===== src/rtl/assert_macros.svh =====
// assertion macros shared by the rtl
`ifndef ASSERT_MACROS_SVH
`define ASSERT_MACROS_SVH
`ifndef NO_ASSERTIONS
// clocked check, quiet while reset is asserted
`define RPR_ASSERT(lbl, clk, rst_n, prop, msg) \
    lbl: assert property (@(posedge clk) disable iff (!rst_n) prop) else $error(msg);
// clocked check that also holds during reset
`define RPR_ASSERT_ALWAYS(lbl, clk, prop, msg) \
    lbl: assert property (@(posedge clk) prop) else $error(msg);
`else
`define RPR_ASSERT(lbl, clk, rst_n, prop, msg)
`define RPR_ASSERT_ALWAYS(lbl, clk, prop, msg)
`endif
`endif


===== src/rtl/rpr_pkg.sv =====
// shared types, constants and saturation helper for the reprojection residual block
package rpr_pkg;

    localparam int COORD_WIDTH = 32;
    localparam int FRAC_BITS   = 16;
    localparam int NUM_WORDS   = 16;
    localparam int INDEX_W     = $clog2(NUM_WORDS);
    localparam int PROD_W      = 2 * COORD_WIDTH;
    localparam int SUM_W       = PROD_W + 2;
    localparam int SAT_IN_W    = PROD_W + 4;
    localparam int DIV_STEPS   = PROD_W;

    localparam logic CMD_LOAD = 1'b0;
    localparam logic CMD_EVAL = 1'b1;

    localparam logic [INDEX_W-1:0] W_ROT0 = INDEX_W'(0);
    localparam logic [INDEX_W-1:0] W_TX   = INDEX_W'(9);
    localparam logic [INDEX_W-1:0] W_TY   = INDEX_W'(10);
    localparam logic [INDEX_W-1:0] W_TZ   = INDEX_W'(11);
    localparam logic [INDEX_W-1:0] W_FX   = INDEX_W'(12);
    localparam logic [INDEX_W-1:0] W_FY   = INDEX_W'(13);
    localparam logic [INDEX_W-1:0] W_CX   = INDEX_W'(14);
    localparam logic [INDEX_W-1:0] W_CY   = INDEX_W'(15);

    typedef logic signed [COORD_WIDTH-1:0] coord_t;
    typedef logic signed [PROD_W-1:0]      prod_t;
    typedef logic signed [SAT_IN_W-1:0]    wide_t;

    // intrinsics and observation riding along with the point
    typedef struct packed {
        coord_t fx;
        coord_t fy;
        coord_t cx;
        coord_t cy;
        coord_t obs_u;
        coord_t obs_v;
    } proj_t;

    // what travels beside the divider lanes
    typedef struct packed {
        coord_t cx;
        coord_t cy;
        coord_t obs_u;
        coord_t obs_v;
        logic   neg_u;
        logic   neg_v;
        logic   sat;
        logic   clamped;
    } side_t;

    typedef struct packed {
        coord_t value;
        logic   flag;
    } sat_t;

    localparam wide_t COORD_MAX =
        {{(SAT_IN_W-COORD_WIDTH+1){1'b0}}, {(COORD_WIDTH-1){1'b1}}};
    localparam wide_t COORD_MIN = ~COORD_MAX;

    function automatic sat_t sat_coord(input wide_t x);
        sat_t r;
        if (x > COORD_MAX) begin
            r.value = COORD_MAX[COORD_WIDTH-1:0];
            r.flag  = 1'b1;
        end
        else if (x < COORD_MIN) begin
            r.value = COORD_MIN[COORD_WIDTH-1:0];
            r.flag  = 1'b1;
        end
        else begin
            r.value = x[COORD_WIDTH-1:0];
            r.flag  = 1'b0;
        end
        return r;
    endfunction

endpackage


===== src/rtl/rpr_camera.sv =====
// camera word store written by load transactions
module rpr_camera (
    input  logic                             clk,
    input  logic                             rst_n,
    input  logic                             wr_en,
    input  logic [rpr_pkg::INDEX_W-1:0]      wr_index,
    input  rpr_pkg::coord_t                  wr_value,
    output rpr_pkg::coord_t                  words [rpr_pkg::NUM_WORDS]
);

    rpr_pkg::coord_t words_reg [rpr_pkg::NUM_WORDS];

    always_ff @(posedge clk or negedge rst_n)
    begin
        if (!rst_n)
        begin
            for (int i = 0; i < rpr_pkg::NUM_WORDS; i++)
            begin
                words_reg[i] <= '0;
            end
        end
        else if (wr_en)
        begin
            words_reg[wr_index] <= wr_value;
        end
    end

    assign words = words_reg;

endmodule


===== config.mk =====
export PLATFORM = sky130hd
export DESIGN_NAME = rpr_camera
export DESIGN_NICKNAME = d
export VERILOG_FILES = /design/src/rtl/assert_macros.svh /design/src/rtl/rpr_pkg.sv /design/src/rtl/rpr_camera.sv
export SDC_FILE = /design/constraint.sdc
export NUM_CORES = 1
export LEC_CHECK = 0
export CAP_MARGIN = 25
export CORE_ASPECT_RATIO = 0.75
export CORE_UTILIZATION = 45
export CTS_CLUSTER_SIZE = 20
export DETAILED_ROUTE_END_ITERATION = 10
export DONT_BUFFER_PORTS = 1
export HOLD_SLACK_MARGIN = 0.03
export PLACE_DENSITY_LB_ADDON = 0.08
export SLEW_MARGIN = 30
export SYNTH_ARGS = -nofsm -noshare
export SYNTH_HDL_FRONTEND = slang
export SYNTH_SLANG_ARGS = --single-unit

===== constraint.sdc =====
create_clock -name clk -period 0.8 [get_ports clk]
set_input_delay 0.04 -clock clk [delete_from_list [all_inputs] [get_ports clk]]
set_output_delay 0.04 -clock clk [all_outputs]
set_load 0.005 [all_outputs]

* Yosys cells after proc, flatten, opt, wreduce, memory -nomap -nowiden
Index checks and enable logic that the tools add are counted.
** Word-level totals
- Register bits :: 512
- Bits of input ports :: 39
- Output and inout port bits :: 512
- Word-level logic and storage cells :: 23
** Cells by class
- $lt $le $gt $ge :: 2
- Multiplexer cells :: 3
- Bitwise gates (word level) :: 1
- Reduce and logical (&&, ||, !) cells :: 1
** Operators with widths (number)
- $bwmux W512 :: 1
- $demux W32 S4 :: 1
- $mux W32 :: 1
- $ge A5 B5 Y1 const B :: 1
- $lt A5 B1 Y1 const B :: 1
- $not A4 Y5 :: 1
- $logic_and A1 B1 Y1 :: 1

* Depth between registers and ports, before layout
- Depth after elaboration :: 6
- Mapped depth :: 5
- Mapped depth without buffers :: 3

* Least setup slack after synthesis
Ideal clock, no wire load.
- Path kind :: in2reg
- Start :: in wr_index[3] (netlist bit)
- End :: reg words_reg (netlist bit words[355])
- Setup time :: 0.128 ns
- Arrival time :: 1.147 ns
- Data required time :: 0.672 ns
- Setup slack :: -0.474 ns
- Cell stages on the path :: 5
- Path buffers :: 2
- Path through :: nand3b_1 or3_1 clkbuf_1 buf_2 mux2_1
** On the way
- Longest elaborated chain between the ends :: 6
- Elaborated cells on any way between the ends :: 7
- Those cells by class :: order compare: 2; mux: 3; bitwise: 1; reduce/logical: 1
** Ends and longest elaborated chain
- start, declared :: line rpr_camera.sv:6 : input logic [rpr_pkg::INDEX_W-1:0] wr_index,
- $not A4 Y5 (not written as such) (*) :: line rpr_camera.sv:24 : words_reg[wr_index] <= wr_value;
- $ge A5 B5 Y1 (not written as such) / $lt A5 B1 Y1 (equally long branches) :: line rpr_camera.sv:24
- $logic_and A1 B1 Y1 (not written as such) :: line rpr_camera.sv:24
- $mux W32 (not written as such) :: line rpr_camera.sv:24
- $demux W32 S4 (*) :: line rpr_camera.sv:24
- $bwmux W512 (*) :: line rpr_camera.sv:24
- end signal, assigned by index :: line rpr_camera.sv:24
- end, declared :: line rpr_camera.sv:11 : rpr_pkg::coord_t words_reg [rpr_pkg::NUM_WORDS];
Mark *: on every way between the ends. The rest lies on a longest branch, timed or not.
A chain may end at the register's enable or synchronous reset.

* Worst setup path in the final report
- Start :: reg words_reg (netlist bit words[5])
- End :: out words[5] (netlist bit)
** RTL lines
- end, declared :: line rpr_camera.sv:8 : output rpr_pkg::coord_t words [rpr_pkg::NUM_WORDS]
No word-level cell between the ends.

==> flow_summary.yaml <==
timing:
  final_max_slew_viol_count: 289
  fin_skew_ps: 0
  fin_crit_sh: 1.47
  tightest_slew_ps: 2260
  fmax_mhz: 849
  setup_viol: 891
  post-route-min-period_ps: 1180
  whs_ps: -819
  relSlewSlack: -0.504
  setup_ws_ps: -377
  final-hold-violation-count: 544
  rsz0062_at_grt: "true"
critical_path:
  worstPathMaxFanout: 2
  arrival_ps: 1140
  slowest_stage: "dfrtp_1"
  worstPathRequired_ps: 760
  cp-start-kind: "register"
  path_cells: "buf_6"
  end_kind: "primary output"
  worst-path-buf-inv: 1
  critPathKind: "register to primary output"
  crit_family: "flip-flops"
  cpPeakStageDelay_ps: 430
layout:
  drive_gt1_frac: 0.707
  area_delta_synth_final_pct: 61.9
  largest_reg_flops: 512
  postLayoutCoreUtil: 0.748
  fill_cells: 2465
  layout.nets: 1919
detailed_routing:
  drc: 0
  first_iter_violations: 658
  avgViaCountPerCell: 5.15
  post_drt_wl_per_cell_um: 26.0
  vias: 12800
  dr.pass1.iters: 4
  drtAntennaViolNets: 0
  drt-total-wl_um: 64500
logic_synthesis:
  yosysSeqAreaShare: 0.671
  syn_area_per_cell_um2: 16.9
  ys.warnings.count: 0
  syn_inst: 1133
  ys_types: 15
  synth_fp_nets: 1172
  syn_area_um2: 19100
  ys_ff_latch: 512
global_route:
  use_met1: 0.354
  grt_use_met2: 0.448
  gr-total-overflow: 0
  grt_pass1_vias: 13400
  grt_usage: 0.278
  grt_max_degree: 513
  antenna_found_initial: 4
  grt_pass1_wl_um: 89200
  use_met3: 0.0921
  grt-busiest-layer: "met2"
clock_tree:
  clk_pin_slew_ps: 70
  clk-insertion-delay-late_ps: 550
  clk_path_buf_depth: 3
  htree_levels: 2
  ctsHoldBuffers: 32
  cts_buffers: 50
  cts_tree: "done"
  cts-root-buf: "clkbuf_16"
  clkSinkCount: 512
status:
  status: "complete, but fails checks"
  violations: "negative hold slack, max-slew violations, negative setup slack"
placement:
  dp_hpwl_um: 39200
  gp_congestion: 0.824
  port_buffers: 0
floorplanning:
  die_area_um2: 43300
  start_util: 0.462
  num_rows: 64
  core_um2: 41300
  die_w_um: 240
  ios: 551
  die_height_um: 180
power_and_ir_drop:
  powerDensity_nw_per_um2: 2900
  leakage_nw: 15.1
  power.total_mw: 89.8
  irDropWorstVdd_mv: 2.04
min_path:
  hold_path_class: "input port to async pin"
run:
  max_cap_violations: 0
## worst register-to-register path: stages (launching register included)
cell	delay (ps)
dfrtp_1	410
buf_6	130
buf_6	100
mux2_4	260
## cells in the final DEF, fill, tap and decap left out, drive strengths merged
master and count:
bufinv 2, nand2b 4, nor3b 1, nand3b 3, clkinvlp 1, buf 746, mux2 512, nand2 2
clkinv 7, dlymetal6s4s 32, clkbuf 82, nor2b 1, diode 3, nand3 1, dfrtp 512, or3 2
nor2 10
## Yosys cell counts
library cell    n  area share
buf_1           3     0.00059
buf_2          42       0.011
buf_6           3      0.0018
clkbuf_1       37      0.0073
dfrtp_1       512        0.67
mux2_1         10      0.0059
mux2_2        502        0.30
nand2_1         2     0.00039
nand2b_1        4      0.0013
nand3_1         1     0.00026
nand3b_1        3      0.0012
nor2_1         10      0.0020
nor2b_1         1     0.00033
nor3b_2         1     0.00065
or3_1           2     0.00065
## power breakdown
part	total (mW)	internal (mW)	leakage [nW]	switching, mW
registers	37.0	32.0	6.28	4.98
clock network	23.8	13.8	0.813	9.94
logic	29.0	20.6	8.03	8.41
total	89.8	66.4	15.1	23.3
## cell families (layout without fill, tap and decap cells)
logic type | count (synthesis) | count (layout) | synth area share
flops | 512 | 512 | 0.671
buf+inv | 85 | 870 | 0.0206
mux | 512 | 512 | 0.302
simple gates | 24 | 24 | 0.00675
other cells | 0 | 3 | 0
## area by class of cell
type,instances,area [µm²],share of cell area
antenna,3,7.51,0.000243
clock buffer,80,1550,0.0501
clock inverter,10,103,0.00332
multi-input combinational,536,6920,0.224
sequential,512,12800,0.414
tap,561,702,0.0227
timing repair buffer,780,8830,0.286
## stage by stage
stage / cells / worst slack, ps / TNS, ps / area (µm²)
2_1_floorplan: 1133 / -455 / -143340 / 20100
3_3_place_gp: 2156 / -653 / -221940 / 24600
3_5_place_dp: 2156 / -678 / -225820 / 24600
4_1_cts: 2431 / -373 / -209100 / 29700
5_1_grt: 2481 / -414 / -208540 / 30900
6_report: 2482 / -377 / -202270 / 30900
## timing repair
item,CTS,global route
resized for setup,521,235
endpoints found under the setup margin,537,1007
gates cloned,0,2
endpoints found under the hold margin,1024,580
pin swaps,0,1
buffers inserted,154,106
## metal layers
layer  up-vias  wire, µm
met5         -         0
met4         0      2150
met3       117      5770
met2       464     31100
met1      6762     25400
li1       5449         -
## path summary, 6_finish.rpt
path                                   from          to  slack (ps)  cells past startpoint
max in group asynchronous             rst_n  words[419]        -170                      0
min in group clk                wr_index[0]  words[353]         -50                      3
worst max register to register    words[59]   words[59]        -210                      3
worst min-delay path                  rst_n  words[306]        -820                      0
worst max-delay path               words[5]    words[5]        -380                      1
worst min register to register   words[497]  words[497]         530                      1
(Power assumes the default switching activity.)
