===== src/rtl/assert_macros.svh =====
// assertion macros shared by the rtl
`ifndef ASSERT_MACROS_SVH
`define ASSERT_MACROS_SVH
`ifndef NO_ASSERTIONS
// clocked check, quiet while reset is asserted
`define RPR_ASSERT(lbl, clk, rst_n, prop, msg) \
    lbl: assert property (@(posedge clk) disable iff (!rst_n) prop) else $error(msg);
// clocked check that also holds during reset
`define RPR_ASSERT_ALWAYS(lbl, clk, prop, msg) \
    lbl: assert property (@(posedge clk) prop) else $error(msg);
`else
`define RPR_ASSERT(lbl, clk, rst_n, prop, msg)
`define RPR_ASSERT_ALWAYS(lbl, clk, prop, msg)
`endif
`endif


===== src/rtl/rpr_pkg.sv =====
// shared types, constants and saturation helper for the reprojection residual block
package rpr_pkg;

    localparam int COORD_WIDTH = 32;
    localparam int FRAC_BITS   = 16;
    localparam int NUM_WORDS   = 16;
    localparam int INDEX_W     = $clog2(NUM_WORDS);
    localparam int PROD_W      = 2 * COORD_WIDTH;
    localparam int SUM_W       = PROD_W + 2;
    localparam int SAT_IN_W    = PROD_W + 4;
    localparam int DIV_STEPS   = PROD_W;

    localparam logic CMD_LOAD = 1'b0;
    localparam logic CMD_EVAL = 1'b1;

    localparam logic [INDEX_W-1:0] W_ROT0 = INDEX_W'(0);
    localparam logic [INDEX_W-1:0] W_TX   = INDEX_W'(9);
    localparam logic [INDEX_W-1:0] W_TY   = INDEX_W'(10);
    localparam logic [INDEX_W-1:0] W_TZ   = INDEX_W'(11);
    localparam logic [INDEX_W-1:0] W_FX   = INDEX_W'(12);
    localparam logic [INDEX_W-1:0] W_FY   = INDEX_W'(13);
    localparam logic [INDEX_W-1:0] W_CX   = INDEX_W'(14);
    localparam logic [INDEX_W-1:0] W_CY   = INDEX_W'(15);

    typedef logic signed [COORD_WIDTH-1:0] coord_t;
    typedef logic signed [PROD_W-1:0]      prod_t;
    typedef logic signed [SAT_IN_W-1:0]    wide_t;

    // intrinsics and observation riding along with the point
    typedef struct packed {
        coord_t fx;
        coord_t fy;
        coord_t cx;
        coord_t cy;
        coord_t obs_u;
        coord_t obs_v;
    } proj_t;

    // what travels beside the divider lanes
    typedef struct packed {
        coord_t cx;
        coord_t cy;
        coord_t obs_u;
        coord_t obs_v;
        logic   neg_u;
        logic   neg_v;
        logic   sat;
        logic   clamped;
    } side_t;

    typedef struct packed {
        coord_t value;
        logic   flag;
    } sat_t;

    localparam wide_t COORD_MAX =
        {{(SAT_IN_W-COORD_WIDTH+1){1'b0}}, {(COORD_WIDTH-1){1'b1}}};
    localparam wide_t COORD_MIN = ~COORD_MAX;

    function automatic sat_t sat_coord(input wide_t x);
        sat_t r;
        if (x > COORD_MAX) begin
            r.value = COORD_MAX[COORD_WIDTH-1:0];
            r.flag  = 1'b1;
        end
        else if (x < COORD_MIN) begin
            r.value = COORD_MIN[COORD_WIDTH-1:0];
            r.flag  = 1'b1;
        end
        else begin
            r.value = x[COORD_WIDTH-1:0];
            r.flag  = 1'b0;
        end
        return r;
    endfunction

endpackage


===== src/rtl/rpr_finish.sv =====
// signed quotient, principal point, residual and output register
module rpr_finish (
    input  logic                        clk,
    input  logic                        rst_n,
    input  logic                        en,
    input  logic                        in_valid,
    input  logic [rpr_pkg::PROD_W-1:0]  quo_u,
    input  logic [rpr_pkg::PROD_W-1:0]  quo_v,
    input  rpr_pkg::side_t              side_in,
    output logic                        out_valid,
    output rpr_pkg::coord_t             residual_u,
    output rpr_pkg::coord_t             residual_v,
    output logic                        depth_clamped,
    output logic                        saturated
);

    logic [2:0]          valid_reg;
    rpr_pkg::wide_t      qu_reg;
    rpr_pkg::wide_t      qv_reg;
    rpr_pkg::side_t      s1_reg;
    rpr_pkg::coord_t     pu_reg;
    rpr_pkg::coord_t     pv_reg;
    rpr_pkg::side_t      s2_reg;
    rpr_pkg::side_t      s2_next;
    rpr_pkg::sat_t       pu_next;
    rpr_pkg::sat_t       pv_next;
    rpr_pkg::sat_t       ru_next;
    rpr_pkg::sat_t       rv_next;
    rpr_pkg::coord_t     ru_reg;
    rpr_pkg::coord_t     rv_reg;
    logic                clamped_reg;
    logic                sat_reg;

    always_comb
    begin
        pu_next = rpr_pkg::sat_coord(qu_reg + rpr_pkg::wide_t'(s1_reg.cx));
        pv_next = rpr_pkg::sat_coord(qv_reg + rpr_pkg::wide_t'(s1_reg.cy));
        s2_next     = s1_reg;
        s2_next.sat = s1_reg.sat | pu_next.flag | pv_next.flag;
        ru_next = rpr_pkg::sat_coord(rpr_pkg::wide_t'(pu_reg) - rpr_pkg::wide_t'(s2_reg.obs_u));
        rv_next = rpr_pkg::sat_coord(rpr_pkg::wide_t'(pv_reg) - rpr_pkg::wide_t'(s2_reg.obs_v));
    end

    always_ff @(posedge clk or negedge rst_n)
    begin
        if (!rst_n)
        begin
            valid_reg <= '0;
        end
        else if (en)
        begin
            valid_reg <= {valid_reg[1:0], in_valid};
        end
    end

    always_ff @(posedge clk)
    begin
        if (en)
        begin
            qu_reg <= side_in.neg_u ? -rpr_pkg::wide_t'({1'b0, quo_u})
                                    : rpr_pkg::wide_t'({1'b0, quo_u});
            qv_reg <= side_in.neg_v ? -rpr_pkg::wide_t'({1'b0, quo_v})
                                    : rpr_pkg::wide_t'({1'b0, quo_v});
            s1_reg <= side_in;
            pu_reg <= pu_next.value;
            pv_reg <= pv_next.value;
            s2_reg <= s2_next;
            ru_reg <= ru_next.value;
            rv_reg <= rv_next.value;
            clamped_reg <= s2_reg.clamped;
            sat_reg     <= s2_reg.sat | ru_next.flag | rv_next.flag;
        end
    end

    assign out_valid     = valid_reg[2];
    assign residual_u    = ru_reg;
    assign residual_v    = rv_reg;
    assign depth_clamped = clamped_reg;
    assign saturated     = sat_reg;

endmodule


===== config.mk =====
export PLATFORM = sky130hd
export DESIGN_NAME = rpr_finish
export DESIGN_NICKNAME = d
export VERILOG_FILES = /design/src/rtl/assert_macros.svh /design/src/rtl/rpr_pkg.sv /design/src/rtl/rpr_finish.sv
export SDC_FILE = /design/constraint.sdc
export NUM_CORES = 1
export LEC_CHECK = 0
export BUFFER_PORTS_ARGS = -buffer_cell sky130_fd_sc_hd__buf_2
export CAP_MARGIN = 20
export CORE_UTILIZATION = 60
export DETAILED_ROUTE_END_ITERATION = 8
export PLACE_DENSITY_LB_ADDON = 0.08
export SETUP_SLACK_MARGIN = 0.5
export SYNTH_ARGS = -nofsm -noshare
export SYNTH_HDL_FRONTEND = slang
export SYNTH_SLANG_ARGS = --single-unit

===== constraint.sdc =====
create_clock -name clk -period 14 [get_ports clk]
set_input_delay 1.4 -clock clk [delete_from_list [all_inputs] [get_ports clk]]
set_output_delay 1.4 -clock clk [all_outputs]
set_load 0.01 [all_outputs]

**Word level (Yosys, flattened, before mapping)**

Index checks and enable logic that the tools add are counted.

- Add/subtract/negate cells: 6
- $lt $le $gt $ge: 8
- Muxes and demuxes: 10
- Bitwise logic cells: 4

Operator list:

| cell | count |
|---|---|
| 68-bit by 32-bit adder with 68-bit output | 2 |
| 68-bit by 32-bit greater-than comparator with 1-bit output (second input constant) | 2 |
| 68-bit by 32-bit < comparator with 1-bit output (second input constant) | 2 |
| 64-bit negation with 68-bit output | 2 |
| 33-bit 2-to-1 mux | 4 |
| 64-bit 2-to-1 mux | 2 |
| 33-bit by 32-bit greater-than comparator with 1-bit output (second input constant) | 2 |
| 33-bit by 32-bit < comparator with 1-bit output (second input constant) | 2 |
| 32-bit by 32-bit subtractor with 33-bit output | 2 |
| 1-bit 2-to-1 mux | 4 |
| 1-bit OR | 4 |

- Register bits after elaboration: 465
- Input port bits: 264
- Logic and storage cells: 49

**Depth between registers and ports, before layout**

- Depth in word-level cells: 6
- Mapped depth: 18

**Least setup slack after synthesis**

Ideal clock, no wire load.

- Kind: input port to flip-flop
- Start point: input quo_u[17] in the netlist's numbering
- End point: register qu_reg[62], data pin
- Arrival: 5122 ps
- Path slack: 8613 ps
- Stages on the path: 12
- Path buffers: 1
- Path through: or4_4 or3_4 or3_4 or4_4 buf_6 or3_1 or4_4 or4_4 nand2b_4 nand2b_4 o41ai_4 xnor2_1

- Word-level cells in the longest chain between the ends: 2

RTL lines:

| item | RTL line | source |
|---|---|---|
| start, declared | rpr_finish.sv:7 | `input logic [rpr_pkg::PROD_W-1:0] quo_u,` |
| 64-bit negation with 68-bit output | rpr_finish.sv:60 | `qu_reg <= side_in.neg_u ? -rpr_pkg::wide_t'({1'b0, quo_u})` |
| 64-bit 2-to-1 mux | rpr_finish.sv:60 |  |
| end signal, assigned | rpr_finish.sv:60 |  |
| end, declared | rpr_finish.sv:18 | `rpr_pkg::wide_t qu_reg;` |

No other way between the ends.
A chain may end at the register's enable or synchronous reset.

**Worst setup path in the final report**

- Start point: input quo_v[7] in the netlist's numbering
- End point: register qv_reg[62], data pin

- Word-level cells in the longest chain between the ends: 2

RTL lines:

| item | RTL line | source |
|---|---|---|
| start, declared | rpr_finish.sv:8 | `input logic [rpr_pkg::PROD_W-1:0] quo_v,` |
| 64-bit negation with 68-bit output | rpr_finish.sv:62 | `qv_reg <= side_in.neg_v ? -rpr_pkg::wide_t'({1'b0, quo_v})` |
| 64-bit 2-to-1 mux | rpr_finish.sv:62 |  |
| end signal, assigned | rpr_finish.sv:62 |  |
| end, declared | rpr_finish.sv:19 | `rpr_pkg::wide_t qv_reg;` |

No other way between the ends.

==> results.md <==
| Quantity | Reported |
|:---|:---|
| Result of the run | finished clean |
| Grt met3 use | 0.0421 |
| Area of the die | 50500 um^2 |
| Worst hold path class | flip-flop to flip-flop |
| Placer congestion estimate | 0.961 |
| Tightest hold margin | 0.406 ns |
| Fraction of the cycle the final worst path needs | 0.432 |
| Slew of the pin with the lowest slew margin | 1.10 ns |
| Count of fill cells added during filler insertion | 3690 |
| Fraction of layout instances using a drive strength above 1 | 0.145 |
| Final routed wirelength across all metal layers | 80100 um |
| Post-Synthesis Cells | 2835 |
| Post-synthesis share of cell area spent on full adders, half adders and majority gates | 0.0875 |
| Post-DRT Antenna Nets | 0 |
| Number of top-level design ports | 331 |
| Global-route usage over all layers | 0.314 |
| Post-cts sizing count | 0 |
| Initial antenna violation count | 2 |
| Global-route wire length before repair | 124000 um |
| GR Util met2 | 0.520 |
| Syn nets | 3303 |
| Clock edge transition at the registers on the reported setup and hold paths | 0.06 ns |
| Synth Area in XOR/XNOR | 0.0860 |
| Width of the die | 225 um |
| Most numerous cell types in the synthesized netlist | 462 x sky130_fd_sc_hd__edfxtp_1, 253 x sky130_fd_sc_hd__a21oi_1, 220 x sky130_fd_sc_hd__nand2_1 |
| Placed wire-length estimate | 61200 um |
| Final setup violating endpoints | 0 |
| Buffers inserted by post-CTS timing repair | 0 |
| Layer with the highest usage | met2 |
| First-iteration detailed-routing DRC count | 2000 |
| Final Core Density | 0.687 |
| Count of max-cap constraint violations | 0 |
| Achievable frequency | 165 MHz |
| Compound-Gate Fraction of Synth Area | 0.202 |
| Combined flip-flop and latch cell area | 13900 um^2 |
| Vias in the first global route | 23184 |
| Clock Skews | 0.0285 ns |
| Largest net degree at the start of global routing | 96 |
| Simple-gate area share of the yosys netlist | 0.126 |
| Area Overhead vs Synth | 13.1% |
| Type of the worst setup path | primary input to flip-flop |
| Tightest slew margin relative to the limit | 0.265 |
| Maximum fanout encountered on the critical timing path | 5 |
| Clock tree sinks | 465 |
| Remaining routing DRC violations | 0 |
| Residual overflow from global routing | 0 |
| Top area cells in the synthesized netlist | sky130_fd_sc_hd__edfxtp_1 47%, sky130_fd_sc_hd__ha_1 8.4%, sky130_fd_sc_hd__xnor2_1 6.4% |
| Largest register FFs | 130 |
| Starting Density | 0.608 |
| Die boundary height | 225 um |
| Unrepaired setup endpoints after global routing | no |
| Main combinational cell family by area after synthesis | compound AO/OA/AOI/OAI gates |
| WL/cell | 20.8 um |
| Total power divided by cell area | 151 nW/um^2 |
| Top Family by Delay on Critical Path | simple AND/OR/NAND/NOR gates |
| Sequence of cells on the critical path | buf_2 > nor3_1 > nand2b_1 > nor4_1 > nand3_1 > or3_1 > or3_1 > or3_1 > or3_1 > or3_1 > nand2b_1 > o41ai_2 > xnor2_1 |
| Vias per inst | 6.32 |
| Row count | 81 |
| Clock Tree Root | sky130_fd_sc_hd__clkbuf_16 |
| Area of the mapped netlist | 29700 um^2 |
| Post-synth top area cell | sky130_fd_sc_hd__edfxtp_1 |
| Critical path's largest stage delay | 0.79 ns |
| GR met1 Demand/Resource | 0.421 |
| Buffer levels on the longest clock path | 3 |
| Total via count after detailed routing | 24289 |
| Post-route standard cell area excluding fillers | 33600 um^2 |
| Kind of start point of the critical path | primary input |
| Mean instance size in the synthesized netlist | 10.5 um^2 |
| Clock Latency Late Sink | 0.61 ns |
| Total of warnings raised by yosys | 0 |
| Total cell area at the placement stage | 32000 um^2 |
| Multiplexer fraction of the synthesized cell area | 0.00324 |
| Total clock buffers created by CTS | 50 |
| Total iterations of the first detailed-routing run | 8 |
| Final critical-path required period | 6.05 ns |
| Worst VDD drop | 102 uV |
| Multi-input combinational cell area | 15000 um^2 |
| Crit path max-delay cell type | sky130_fd_sc_hd__nor3_1 |
| Final count of hold timing violations | 0 |
| Fraction of the yosys area taken by sequential cells | 0.469 |
| Fin Setup TNS | 0 ns |
| Commonest register cell after synthesis | sky130_fd_sc_hd__edfxtp_1 |
| Final Max Slew Viols | 0 |
| Most common cell type on the critical path | sky130_fd_sc_hd__or3_1 |
| Proportion of synthesized flip-flops having asynchronous set or reset | 0.00645 |
| Post-layout net count | 3609 |
| Count of flip-flops with a built-in enable after synthesis | 462 |
| Leakage power total | 13.4 nW |
| Hold buffer count at cts | 0 |
| Yosys cell types | 84 |
| Core footprint | 49000 um^2 |
| Count of port buffers added during placement | 330 |
| Share of the synthesized area in the top cell type | 0.466 |
| Yosys reg bits | 465 |
| Data required time of the worst path | 14.34 ns |
| Count of buffering cells on the critical path with inverters included | 1 |
| Cell with the most instances after synthesis | sky130_fd_sc_hd__edfxtp_1 |
| Critical Path Sink Type | flip-flop |
| TritonCTS clock tree | yes |
| CP arrival | 6.39 ns |
| Level count of the clock H-tree | 2 |
[through the flow]
step	cells	total power [W]	worst slack [ns]
finish	3844	0.00508	7.95
global route	3844	0.00534	7.90
CTS	3841	0.00507	8.06
detailed placement	3751	0.00376	7.43
global placement	3751	0.00372	7.58
floorplan	2835	0.00318	8.61
[cell families after synthesis]
family,Yosys count
muxes,9
DFF,465
buffers and inverters,207
xor gates and xnor gates,292
and+or+nand+nor,734
AOI/OAI and AO/OA,922
adders and majority gates,206
[worst register-to-register path: stages (launching register included)]
cell and delay, ns:
sky130_fd_sc_hd__edfxtp_1 0.37, sky130_fd_sc_hd__ha_1 0.26, sky130_fd_sc_hd__fa_1 0.43, sky130_fd_sc_hd__a211oi_1 0.25, sky130_fd_sc_hd__o21ai_0 0.23, sky130_fd_sc_hd__o2111ai_1 0.29
sky130_fd_sc_hd__a31oi_1 0.22, sky130_fd_sc_hd__o211ai_1 0.51, sky130_fd_sc_hd__a31oi_1 0.26, sky130_fd_sc_hd__a221oi_1 0.54, sky130_fd_sc_hd__xor2_1 0.19, sky130_fd_sc_hd__or4_1 0.54
sky130_fd_sc_hd__or4_1 0.59, sky130_fd_sc_hd__o31ai_4 0.25, sky130_fd_sc_hd__buf_4 0.36, sky130_fd_sc_hd__nand4b_1 0.16
[routing by layer]
| metal | part of all wire | vias up |
|---|---|---|
| met5 | 0.000087 | - |
| met4 | 0.037 | 2 |
| met3 | 0.069 | 179 |
| met2 | 0.47 | 1030 |
| met1 | 0.42 | 11637 |
| li1 | - | 11441 |
[cell type report]
class,count,share of cell area
Inverter,116,0.0129
Antenna cell,1,0.0000744
Tap cell,664,0.0247
Clock inverter,31,0.00844
Sequential cell,465,0.415
Multi-Input combinational cell,2163,0.447
Clock buffer,59,0.0388
Timing Repair Buffer,345,0.0533
[where the power goes]
part           switching [W]  internal [W]  leakage, nW
registers          0.0000909       0.00183         4.52
logic                0.00114      0.000725         8.11
clock network       0.000567      0.000726        0.770
total                0.00180       0.00328         13.4
[layout by cell type (no fill, tap or decap), types with 24 or more instances in the layout]
cell / Yosys / routed
sky130_fd_sc_hd__buf_2: 0 / 329
sky130_fd_sc_hd__xnor2_1: 218 / 218
sky130_fd_sc_hd__a21o_1: 153 / 153
sky130_fd_sc_hd__ha_1: 200 / 200
sky130_fd_sc_hd__or4_1: 26 / 26
sky130_fd_sc_hd__clkbuf_16: 0 / 51
sky130_fd_sc_hd__nand3_1: 29 / 29
sky130_fd_sc_hd__xor2_1: 74 / 74
sky130_fd_sc_hd__or3_1: 39 / 39
sky130_fd_sc_hd__inv_1: 116 / 116
sky130_fd_sc_hd__a21oi_1: 253 / 253
sky130_fd_sc_hd__a31oi_1: 25 / 24
sky130_fd_sc_hd__nor2_1: 153 / 153
sky130_fd_sc_hd__edfxtp_1: 462 / 462
sky130_fd_sc_hd__and3_1: 29 / 29
sky130_fd_sc_hd__nor4_1: 28 / 28
sky130_fd_sc_hd__o21ai_0: 191 / 191
sky130_fd_sc_hd__nor3_1: 51 / 51
sky130_fd_sc_hd__nand4_1: 52 / 52
sky130_fd_sc_hd__nand2_1: 220 / 220
sky130_fd_sc_hd__o31ai_1: 49 / 48
sky130_fd_sc_hd__o21a_1: 33 / 33
[final timing paths]
kind | from | depth (start not counted) | slack (ns) | to
worst max-delay path | quo_v[7] | 13 | 7.95 | qv_reg[62]
worst min-delay path | s1_reg[10] | 0 | 0.41 | s2_reg[10]
worst max register to register | qu_reg[0] | 15 | 8.28 | s2_reg[1]
worst min register to register | s1_reg[10] | 0 | 0.41 | s2_reg[10]
max in group asynchronous | rst_n | 1 | 13.30 | valid_reg[0]
min in group asynchronous | rst_n | 1 | 0.60 | valid_reg[1]
Power figures use the tool's default switching activity.
